$ cat src/rtl/crc_polynomial_remainder_top_defines.svh
// Assertion macros shared by the CRC remainder RTL.
`ifndef CRC_POLYNOMIAL_REMAINDER_TOP_DEFINES_SVH
`define CRC_POLYNOMIAL_REMAINDER_TOP_DEFINES_SVH

// Clocked assertion, off while reset is asserted.
`define CRC_PR_ASSERT(label, prop, msg) \
    label: assert property (@(posedge clk) disable iff (!rst_n) prop) else $error(msg);

// Clocked assertion that also holds during reset.
`define CRC_PR_ASSERT_ALWAYS(label, prop, msg) \
    label: assert property (@(posedge clk) prop) else $error(msg);

`endif

$ cat src/rtl/crc_pr_pkg.sv
`timescale 1ns / 1ps

package crc_pr_pkg;

    localparam int DEFAULT_MAX_DEGREE = 32;
    localparam int GEN_W     = 33;   // explicit generator incl. leading term
    localparam int REM_W     = 32;   // remainder port width
    localparam int DEG_W     = 6;
    localparam int CFG_IDX_W = 1;

    localparam logic [CFG_IDX_W-1:0] REG_GENERATOR = 1'b0;
    localparam logic [CFG_IDX_W-1:0] REG_IMPLICIT  = 1'b1;

    // per-cell configuration, decoded once per config write
    typedef struct packed {
        logic active;    // cell lies below the degree
        logic tap;       // generator coefficient at this position
        logic top_sel;   // cell holds the top remainder bit
    } cell_cfg_t;

endpackage

$ cat src/rtl/crc_polynomial_remainder_top.sv
// Bit-serial CRC remainder: divides a message, one bit per beat with the
// most significant bit first, by a programmable GF(2) generator of degree up
// to min(MAX_DEGREE, 32). Throughput is one message bit per clock: each bit
// goes through a single shift-and-conditional-XOR across the row of
// remainder cells, one flip-flop per cell. A beat with is_last set yields
// one result beat (remainder right-aligned, plus the degree) in the next
// cycle through an output register, and the running remainder clears for
// the next message with no gap. Input stalls only while a result waits
// unclaimed. The generator and its form (explicit, or implicit with the
// constant term omitted) are decoded into per-cell taps when written; the
// new setting applies from the next beat on.
`timescale 1ns / 1ps
`include "crc_polynomial_remainder_top_defines.svh"

module crc_polynomial_remainder_top
#(
    parameter int MAX_DEGREE = crc_pr_pkg::DEFAULT_MAX_DEGREE
)
(
    input  logic                             clk,
    input  logic                             rst_n,
    // configuration write channel
    input  logic                             cfg_valid,
    output logic                             cfg_ready,
    input  logic [crc_pr_pkg::CFG_IDX_W-1:0] cfg_index,
    input  logic [crc_pr_pkg::GEN_W-1:0]     cfg_data,
    // message bits
    input  logic                             in_valid,
    output logic                             in_ready,
    input  logic                             msg_bit,
    input  logic                             is_last,
    // results
    output logic                             out_valid,
    input  logic                             out_ready,
    output logic [crc_pr_pkg::REM_W-1:0]     crc_remainder,
    output logic [crc_pr_pkg::DEG_W-1:0]     poly_degree
);

    // number of remainder cells actually reachable by the degree
    localparam int CELLS = (MAX_DEGREE < crc_pr_pkg::REM_W) ? MAX_DEGREE
                                                           : crc_pr_pkg::REM_W;

    crc_pr_pkg::cell_cfg_t [CELLS-1:0] cell_cfg;
    logic [crc_pr_pkg::DEG_W-1:0]      degree;
    logic [CELLS-1:0]                  rem_q;      // running remainder
    logic [CELLS-1:0]                  rem_next;
    logic [CELLS-1:0]                  left_in;    // each cell's feed from below
    logic [CELLS-1:0]                  top_sel;
    logic [CELLS-1:0]                  active;
    logic                              top_bit;
    logic                              step;

    logic                              out_valid_reg, out_valid_next;
    logic [crc_pr_pkg::REM_W-1:0]      crc_reg;
    logic [crc_pr_pkg::DEG_W-1:0]      deg_reg;

    // config writes are registered when taken; never back-pressured
    assign cfg_ready = 1'b1;

    crc_pr_poly
    #(
        .MAX_DEGREE (MAX_DEGREE),
        .CELLS      (CELLS)
    )
    u_poly
    (
        .clk       (clk),
        .rst_n     (rst_n),
        .cfg_write (cfg_valid & cfg_ready),
        .cfg_index (cfg_index),
        .cfg_data  (cfg_data),
        .cell_cfg  (cell_cfg),
        .degree    (degree)
    );

    // accept while the output slot is free or being drained this cycle
    assign in_ready = ~out_valid_reg | out_ready;
    assign step     = in_valid & in_ready;

    // the bit falling off the top is picked by top_sel, one-hot for a nonzero degree
    always_comb
    begin
        for (int j = 0; j < CELLS; j++)
        begin
            top_sel[j] = cell_cfg[j].top_sel;
            active[j]  = cell_cfg[j].active;
        end
        top_bit = |(rem_q & top_sel);
    end

    // message bit enters cell 0, each cell feeds the one above
    generate
        for (genvar g = 0; g < CELLS; g++)
        begin : g_cell
            if (g == 0)
            begin : g_first
                assign left_in[g] = msg_bit;
            end
            else
            begin : g_rest
                assign left_in[g] = rem_q[g-1];
            end

            crc_pr_cell u_cell
            (
                .clk      (clk),
                .rst_n    (rst_n),
                .step     (step),
                .clear    (is_last),
                .left_bit (left_in[g]),
                .top_bit  (top_bit),
                .cfg      (cell_cfg[g]),
                .bit_q    (rem_q[g]),
                .bit_next (rem_next[g])
            );
        end
    endgenerate

    // result register
    always_comb
    begin
        out_valid_next = out_valid_reg;
        if (out_valid_reg && out_ready)
            out_valid_next = 1'b0;
        if (step && is_last)
            out_valid_next = 1'b1;
    end

    always_ff @(posedge clk or negedge rst_n)
    begin
        if (!rst_n)
        begin
            out_valid_reg <= 1'b0;
        end
        else
        begin
            out_valid_reg <= out_valid_next;
        end
    end

    always_ff @(posedge clk)
    begin
        if (step && is_last)
        begin
            crc_reg <= crc_pr_pkg::REM_W'(rem_next);
            deg_reg <= degree;
        end
    end

    assign out_valid     = out_valid_reg;
    assign crc_remainder = crc_reg;
    assign poly_degree   = deg_reg;

    // a waiting result must stall the input
    `CRC_PR_ASSERT(a_stall_on_full,
        (out_valid_reg && !out_ready) |-> !in_ready, "input taken while result stuck")
    // last beat always produces a result next cycle
    `CRC_PR_ASSERT(a_last_gives_result,
        (step && is_last) |=> out_valid_reg, "last beat lost its result")
    // after a beat under a steady setting, cells above the degree are cleared;
    // a narrower setting leaves stale bits up there until the next beat
    `CRC_PR_ASSERT(a_rem_in_degree,
        $past(step && !(cfg_valid && cfg_ready)) |-> ((rem_q & ~active) == '0),
        "remainder bit above degree")
    // exactly one top cell unless degree is zero
    `CRC_PR_ASSERT_ALWAYS(a_top_sel,
        $onehot0(top_sel) && ((top_sel == '0) == (degree == '0)), "bad top cell select")

endmodule

$ cat src/rtl/crc_pr_cell.sv
`timescale 1ns / 1ps

module crc_pr_cell
(
    input  logic                 clk,
    input  logic                 rst_n,
    input  logic                 step,      // beat accepted
    input  logic                 clear,     // last bit of message
    input  logic                 left_bit,  // neighbor below, or message bit
    input  logic                 top_bit,   // bit leaving the top
    input  crc_pr_pkg::cell_cfg_t cfg,
    output logic                 bit_q,
    output logic                 bit_next
);

    logic bit_reg;

    assign bit_next = cfg.active & (left_bit ^ (top_bit & cfg.tap));
    assign bit_q    = bit_reg;

    always_ff @(posedge clk or negedge rst_n)
    begin
        if (!rst_n)
        begin
            bit_reg <= 1'b0;
        end
        else if (step)
        begin
            bit_reg <= clear ? 1'b0 : bit_next;
        end
    end

endmodule

$ cat src/rtl/crc_pr_poly.sv
`timescale 1ns / 1ps

module crc_pr_poly
#(
    parameter int MAX_DEGREE = crc_pr_pkg::DEFAULT_MAX_DEGREE,
    parameter int CELLS      = (MAX_DEGREE < crc_pr_pkg::REM_W) ? MAX_DEGREE
                                                                : crc_pr_pkg::REM_W
)
(
    input  logic                                clk,
    input  logic                                rst_n,
    input  logic                                cfg_write,
    input  logic [crc_pr_pkg::CFG_IDX_W-1:0]    cfg_index,
    input  logic [crc_pr_pkg::GEN_W-1:0]        cfg_data,
    output crc_pr_pkg::cell_cfg_t [CELLS-1:0]   cell_cfg,
    output logic [crc_pr_pkg::DEG_W-1:0]        degree
);

    logic [crc_pr_pkg::GEN_W-1:0]         generator_reg, generator_next;
    logic                                 implicit_reg, implicit_next;
    logic [crc_pr_pkg::GEN_W-1:0]         poly;
    logic [crc_pr_pkg::DEG_W-1:0]         degree_reg, degree_next;
    crc_pr_pkg::cell_cfg_t [CELLS-1:0]    cell_cfg_reg, cell_cfg_next;

    always_comb
    begin
        generator_next = generator_reg;
        implicit_next  = implicit_reg;
        if (cfg_write)
        begin
            unique case (cfg_index)
                crc_pr_pkg::REG_GENERATOR: generator_next = cfg_data;
                crc_pr_pkg::REG_IMPLICIT:  implicit_next  = cfg_data[0];
                default: ;
            endcase
        end
    end

    // polynomial value, cut to MAX_DEGREE+1 bits, its degree and per-cell config
    always_comb
    begin
        poly = implicit_next ? {generator_next[crc_pr_pkg::GEN_W-2:0], 1'b1}
                             : generator_next;
        for (int i = 0; i < crc_pr_pkg::GEN_W; i++)
        begin
            if (i > MAX_DEGREE)
                poly[i] = 1'b0;
        end
        degree_next = '0;
        for (int i = 1; i < crc_pr_pkg::GEN_W; i++)
        begin
            if (poly[i])
                degree_next = crc_pr_pkg::DEG_W'(i);
        end
        for (int j = 0; j < CELLS; j++)
        begin
            cell_cfg_next[j].active  = crc_pr_pkg::DEG_W'(j) < degree_next;
            cell_cfg_next[j].top_sel = crc_pr_pkg::DEG_W'(j + 1) == degree_next;
            cell_cfg_next[j].tap     = poly[j];
        end
    end

    always_ff @(posedge clk or negedge rst_n)
    begin
        if (!rst_n)
        begin
            generator_reg <= '0;
            implicit_reg  <= 1'b0;
            degree_reg    <= '0;
            cell_cfg_reg  <= '0;
        end
        else if (cfg_write)
        begin
            generator_reg <= generator_next;
            implicit_reg  <= implicit_next;
            degree_reg    <= degree_next;
            cell_cfg_reg  <= cell_cfg_next;
        end
    end

    assign cell_cfg = cell_cfg_reg;
    assign degree   = degree_reg;

endmodule

$ cat config.mk
export PLATFORM = sky130hd
export DESIGN_NAME = crc_polynomial_remainder_top
export DESIGN_NICKNAME = d
export VERILOG_FILES = /design/src/rtl/crc_pr_pkg.sv /design/src/rtl/crc_polynomial_remainder_top.sv /design/src/rtl/crc_pr_cell.sv /design/src/rtl/crc_pr_poly.sv
export VERILOG_INCLUDE_DIRS = /design/src /design/src/rtl
export SDC_FILE = /design/constraint.sdc
export NUM_CORES = 1
export LEC_CHECK = 0
export BUFFER_PORTS_ARGS = -buffer_cell sky130_fd_sc_hd__clkbuf_2
export CAP_MARGIN = 25
export CELL_PAD_IN_SITES_DETAIL_PLACEMENT = 0
export CELL_PAD_IN_SITES_GLOBAL_PLACEMENT = 1
export CORE_ASPECT_RATIO = 1.4
export CORE_MARGIN = 4
export CORE_UTILIZATION = 37
export DETAILED_ROUTE_END_ITERATION = 7
export PLACE_DENSITY_LB_ADDON = 0.1
export RECOVER_POWER = 100
export SLEW_MARGIN = 20
export SYNTH_ARGS = -nofsm -noshare
export SYNTH_HDL_FRONTEND = slang
export SYNTH_HIERARCHICAL = 1
export SYNTH_SLANG_ARGS = --single-unit
$ cat constraint.sdc
create_clock -name clk -period 4.1 [get_ports clk]
set_input_delay 0.41 -clock clk [delete_from_list [all_inputs] [get_ports clk]]
set_output_delay 0.41 -clock clk [all_outputs]
set_load 0.05 [all_outputs]
==> metrics.md, run 1 <==
| Metric | Value |
|---|---|
| Outcome | complete, but fails checks |
| Violated checks | max-capacitance violations, max-slew violations |
| Placed cell areas | 11700 µm² |
| Max clock buf depth | 3 |
| Root buf cell | clkbuf_16 |
| # hold bufs at CTS | 0 |
| Worst-Margin Slew | 3.04 ns |
| Mapped Avg Cell Area | 10.7 µm² |
| IO Port Bufs | 80 |
| Die height | 210 µm |
| Crit path launch type | flop |
| Crit path buf inv count | 3 |
| Min-delay src | cfg_data[7] |
| Drt wl/cell | 22.2 µm |
| Max stage delay on crit path | 0.50 ns |
| Ratio of cells with drive above 1 in the final layout | 19.6% |
| TritonCTS clock tree | done |
| WP data required | 4.47 ns |
| Post-synth cell types | 95 |
| # clock sinks | 206 |
| Clock Skews | 0.0114 ns |
| Clock share of power | 37.6% |
| Worst path arrival time | 4.10 ns |
| Reg2reg start | u_poly/implicit_reg$_DFFE_PN0P_ |
| Synth top area cells | dfrtp_1 (39%), edfxtp_1 (11%), nand2_1 (5.1%) |
| Most common cell in the netlist | dfrtp_1 |
| Global-route wire length before repair | 51300 µm |
| RSZ-0062 raised after global routing | no |
| # Max-Cap Violations | 2 |
| Die area | 32100 µm² |
| Ys async rst share | 81.6% |
| Vias in the first global route | 8371 |
| Final wirelength | 33100 µm |
| Worst rel slew slack | -103% |
| Seq pwr share | 43.1% |
| Syn Nets | 1051 |
| Fin worst setup slack | 0.379 ns |
| Cts bufs inserted | 23 |
| CP startpoint | u_poly/implicit_reg$_DFFE_PN0P_ |
| Sequential fraction of the synthesis area | 49.4% |
| H-tree levels | 1 |
| Routability Congestion | 0.838 |
| Die Wd | 153 µm |
| Final total power | 5.64 mW |
| Routed via count | 8262 |
| Mapped Area | 10800 µm² |
| Core box area | 28600 µm² |
| Slew Viols, Final | 84 |
| LEAKAGE | 5.13 nW |
| Area grow syn2layout | 14.2% |
| Hold slack final | 0.121 ns |
| Commonest cells post-synth | dfrtp_1 (168), nand2_1 (147), nor2_1 (84) |
| Top delay family on crit path | buffers and inverters |
| YS warnings | 6 |
| Cell Pwr Density | 456 nW/µm² |
| Num ports | 82 |
| Antenna Violating Nets Remaining | 0 |
| Final instance area | 12400 µm² |
| DP HPWL | 24300 µm |
| Skew-Pair Late Insertion Delay | 0.51 ns |
| CP cell instances | a21bo_1, and2_0, inv_4, clkbuf_1, mux4_2, nand2b_1, nand3_1, o22ai_1, and4bb_1, nor2_2, clkbuf_2, o21ai_0 |
| Comb pwr share | 19.3% |
| Achievable frequency | 269 MHz |
| #FFs+latches synth | 206 |
| Initial core utilization | 37.9% |
| Row cnt | 73 |
| Post-synth top area cell | dfrtp_1 |
| Final Cycle Share | 90.8% |
| Worst Setup Slack post-DPL | 0.292 ns |
| DR vias/cell | 5.53 |
| Hold Crit Class | primary input to flop |
| Int Power | 3.94 mW |
| Final setup fails | 0 |
| Slowest cell on crit path | clkbuf_1 |
| Switching power share of the total | 30.2% |
| CP Capture Type | flop |
| Sum of negative setup slack | 0 ns |
| Total grt overflow | 0 |
| Largest register FFs | 95 |
| Remaining DRCs | 0 |
| Post-CTS Repair Setup Buffers | 0 |
| PostCTS Resize Cnt | 0 |
| Initial antenna violation count | 0 |
| DRT Pass-1 Iters | 4 |
| Top-area cell type share of the netlist area | 38.8% |
| Initial drt markers | 481 |
| Fin crit period | 3.72 ns |
| Mapped Cells | 1010 |
| Final hold vios | 0 |
| EDFF count, synth | 38 |
| Ant. Diodes | 0 |
| GRT Util Overall | 20.3% |
| Sw Pwr | 1.70 mW |
| Max FO, Critical Path | 22 |
| Top FF cell, synth | dfrtp_1 |
| Max IR drop VDD | 240 µV |
| Largest net degree at the start of global routing | 99 |
| Nets | 1144 |
| Clk slew on worst S/H paths | 0.06 ns |
| Setup CP Type | flop to flop |
==> worst reg2reg max path: cells and delay by family, from the launching register on <==
family | cells | cell delay, ns
AND/OR/NAND/NOR | 5 | 0.85
buffers and inverters | 3 | 1.13
flip-flops | 1 | 0.35
multiplexers | 1 | 0.45
AO/OA/AOI/OAI | 3 | 0.81
==> layout by cell type, fill, tap and decap left out, types with 19 or more instances in the layout <==
cell type / count
mux4_2: 19
a32o_1: 32
clkbuf_1: 53
o21ai_0: 21
clkbuf_2: 40
xnor2_1: 32
and2_2: 32
clkbuf_16: 23
nor3_1: 19
edfxtp_1: 38
nand2_1: 147
nor2_1: 84
mux2_2: 35
buf_4: 25
mux2i_1: 20
a21oi_1: 31
dfrtp_1: 168
inv_1: 58
==> through the flow <==
| step | instances | util [%] |
|---|---|---|
| 2_1_floorplan | 1010 | - |
| 3_3_place_gp | 1451 | 40.9 |
| 3_5_place_dp | 1451 | 40.9 |
| 4_1_cts | 1492 | 43.6 |
| 5_1_grt | 1494 | 43.2 |
| 6_report | 1494 | 43.2 |
==> layer usage <==
metal	GRT usage, %	wire (µm)	up-vias
li1	-	-	3851
met1	26.0	13700	4128
met2	36.1	16900	222
met3	1.95	1280	61
met4	7.44	1170	0
met5	0	0	-
==> layout make-up <==
type | instances | area (µm²)
Fill cell | 2842 | 16200
Sequential cell | 206 | 5350
Multi-Input combinational cell | 694 | 4910
Timing Repair Buffer | 118 | 649
Clock buffer | 30 | 632
Tap cell | 375 | 469
Inverter | 60 | 228
Clock inverter | 11 | 130
==> power groups by stage <==
stage	Sequential [mW]	Clock [mW]	Combinational, mW
floorplan	2.47	0	0.702
global placement	2.47	0	1.11
detailed placement	2.47	0	1.11
CTS	2.43	2.18	1.11
global route	2.46	2.25	1.18
finish	2.43	2.12	1.09
==> cell families (layout without fill, tap and decap cells) <==
group,count (synthesis),after routing,synth area share (%)
AO/OA/AOI/OAI,211,211,15.7
XOR/XNOR,32,32,2.59
buffers and inverters,110,219,4.93
flip-flops,206,206,49.4
multiplexers,75,75,9.65
other,1,1,0.0347
AND/OR/NAND/NOR,375,375,17.7
==> worst paths after layout <==
kind,end,slack (ns),depth (start not counted)
min,u_poly/generator_reg[7]$_DFFE_PN0P_,0.12,3
min in group asynchronous,u_poly/generator_reg[28]$_DFFE_PN0P_,1.43,2
max,u_poly/cell_cfg[44]$_DFFE_PN0P_,0.38,12
max reg2reg,u_poly/cell_cfg[44]$_DFFE_PN0P_,0.38,12
min reg2reg,poly_degree[2]$_DFFE_PP_,0.45,0
max in group asynchronous,u_poly/cell_cfg[69]$_DFFE_PN0P_,0.92,2
Power figures use the tool's default switching activity.
==> inputs of run 2 (changes only) <==
--- a/config.mk
+++ b/config.mk
@@ -12,7 +12,7 @@
 export CELL_PAD_IN_SITES_GLOBAL_PLACEMENT = 1
 export CORE_ASPECT_RATIO = 1.4
 export CORE_MARGIN = 4
-export CORE_UTILIZATION = 37
+export CORE_UTILIZATION = 48
 export DETAILED_ROUTE_END_ITERATION = 7
 export PLACE_DENSITY_LB_ADDON = 0.1
 export RECOVER_POWER = 100
==> run 2 against run 1 <==
  * The run still ends with max-capacitance violations, max-slew violations left
  * Die area fell by 22%
  * Non-clock buffer count shrank 6
  * Utilization is 12 points higher
  * Fmax hardly changed
  * Critical path type unchanged
  * Critical endpoint is now u_poly/cell_cfg[21]$_DFFE_PN0P_
  * Largest power group unchanged
==> metrics.md, run 2 (synthesis results as in run 1) <==
| Metric | Value |
|---|---|
| Outcome | complete, but fails checks |
| Violated checks | max-capacitance violations, max-slew violations |
| Largest register FFs | 95 |
| Initial core utilization | 49.1% |
| RSZ-0062 raised after global routing | no |
| Hold slack final | 0.122 ns |
| TritonCTS clock tree | done |
| FF-to-FF path depth | 10 |
| Worst Setup Slack post-DPL | 0.340 ns |
| Routability Congestion | 0.906 |
| Max clock buf depth | 3 |
| Die area | 25000 µm² |
| Remaining DRCs | 0 |
| Final total power | 5.47 mW |
| Global-route wire length before repair | 48100 µm |
| Nets | 1137 |
| PostCTS Resize Cnt | 0 |
| Largest net degree at the start of global routing | 86 |
| Flop2flop setup slack | 0.38 ns |
| GRT Util Overall | 24.4% |
| Drt wl/cell | 21.5 µm |
| Clk slew on worst S/H paths | 0.06 ns |
| H-tree levels | 1 |
| # clock sinks | 206 |
| WHS Path Cells | 3 |
| CP cell instances | a21bo_1, and2_0, buf_4, mux4_2, clkbuf_1, nor2_1, buf_4, a31oi_4, or3_4, o32ai_1 |
| Top delay family on crit path | simple AND/OR/NAND/NOR gates |
| LEAKAGE | 5.08 nW |
| Setup CP Type | flop to flop |
| Vias in the first global route | 8164 |
| # Max-Cap Violations | 2 |
| Placed cells | 1367 |
| Worst path arrival time | 4.12 ns |
| IO Port Bufs | 80 |
| Cell Pwr Density | 450 nW/µm² |
| Final Cycle Share | 90.8% |
| Ant. Diodes | 0 |
| Worst rel slew slack | -56.6% |
| Area grow syn2layout | 12.2% |
| # hold bufs at CTS | 1 |
| Ratio of cells with drive above 1 in the final layout | 18.9% |
| Initial drt markers | 625 |
| Sum of negative setup slack | 0 ns |
| Slowest cell on crit path | or3_4 |
| Achievable frequency | 269 MHz |
| Final setup fails | 0 |
| Max IR drop VDD | 335 µV |
| Die height | 186 µm |
| Most frequent cell on the critical path | buf_4 |
| Most frequent cells in the layout | dfrtp_1 (168), nand2_1 (147), nor2_1 (85) |
| Crit path launch type | flop |
| Max stage delay on crit path | 0.44 ns |
| Post-CTS Repair Setup Buffers | 0 |
| Initial antenna violation count | 0 |
| DP HPWL | 21800 µm |
| Die Wd | 135 µm |
| Fin crit period | 3.72 ns |
| Hold Crit Class | primary input to flop |
| DRT Pass-1 Iters | 4 |
| Crit. path cell count | 10 |
| Core box area | 22000 µm² |
| Crit path buf inv count | 3 |
| Final hold vios | 0 |
| Cts bufs inserted | 22 |
| Num ports | 82 |
| Row cnt | 64 |
| Routed via count | 8183 |
| Root buf cell | clkbuf_16 |
| WP data required | 4.50 ns |
| Skew-Pair Late Insertion Delay | 0.51 ns |
| Clock Skews | 0.0196 ns |
| Worst-Margin Slew | 2.35 ns |
| Final wirelength | 30200 µm |
| Non-Filler Instances | 1409 |
| Max FO, Critical Path | 26 |
| Slew Viols, Final | 119 |
| Fin worst setup slack | 0.376 ns |
| Antenna Violating Nets Remaining | 0 |
| Total grt overflow | 0 |
| Most common cell after layout, fill and taps aside | dfrtp_1 |
| CP Capture Type | flop |
| DR vias/cell | 5.81 |
run 2: area by class of cell:
class | count | area [µm²]
Clock buffer | 32 | 629
Clock inverter | 8 | 82.6
Fill cell | 1999 | 9880
Inverter | 60 | 228
Multi-Input combinational cell | 694 | 4890
Sequential cell | 206 | 5350
Tap cell | 297 | 372
Timing Repair Buffer | 112 | 602
run 2: path summary, 6_finish.rpt:
check	startpoint	endpoint
max	u_poly/implicit_reg$_DFFE_PN0P_	u_poly/cell_cfg[21]$_DFFE_PN0P_
min	cfg_data[7]	u_poly/generator_reg[7]$_DFFE_PN0P_
max reg2reg	u_poly/implicit_reg$_DFFE_PN0P_	u_poly/cell_cfg[21]$_DFFE_PN0P_
min reg2reg	u_poly/degree[1]$_DFFE_PN0P_	poly_degree[1]$_DFFE_PP_
max in group asynchronous	rst_n	u_poly/generator_reg[15]$_DFFE_PN0P_
min in group asynchronous	rst_n	out_valid$_DFFE_PN0P_
run 2: stage by stage:
step,utilization (%),cell area (µm²)
6_report,55.1,12100
3_3_place_gp,52.6,11600
5_1_grt,55.1,12100
4_1_cts,55.8,12300
3_5_place_dp,52.6,11600
2_1_floorplan,-,10800
run 2: worst min-delay path: stages:
cell,delay [ns]
clkbuf_2,0.10
nand2_1,0.05
nand2_1,0.05
run 2: power by group:
part / leakage [nW] / internal, mW / switching [mW] / total [mW]
Clock: 0.352 / 1.14 / 0.841 / 1.98
Sequential: 2.44 / 2.28 / 0.149 / 2.43
Combinational: 2.29 / 0.382 / 0.674 / 1.06
Total: 5.08 / 3.80 / 1.66 / 5.47
run 2: metal layers:
metal | global-route usage [%] | vias to the layer above | part of all wire [%]
met3 | 2.06 | 41 | 4.0
li1 | - | 3822 | -
met2 | 42.3 | 238 | 51
met4 | 6.64 | 0 | 2.5
met1 | 33.0 | 4082 | 42
met5 | 0 | - | 0
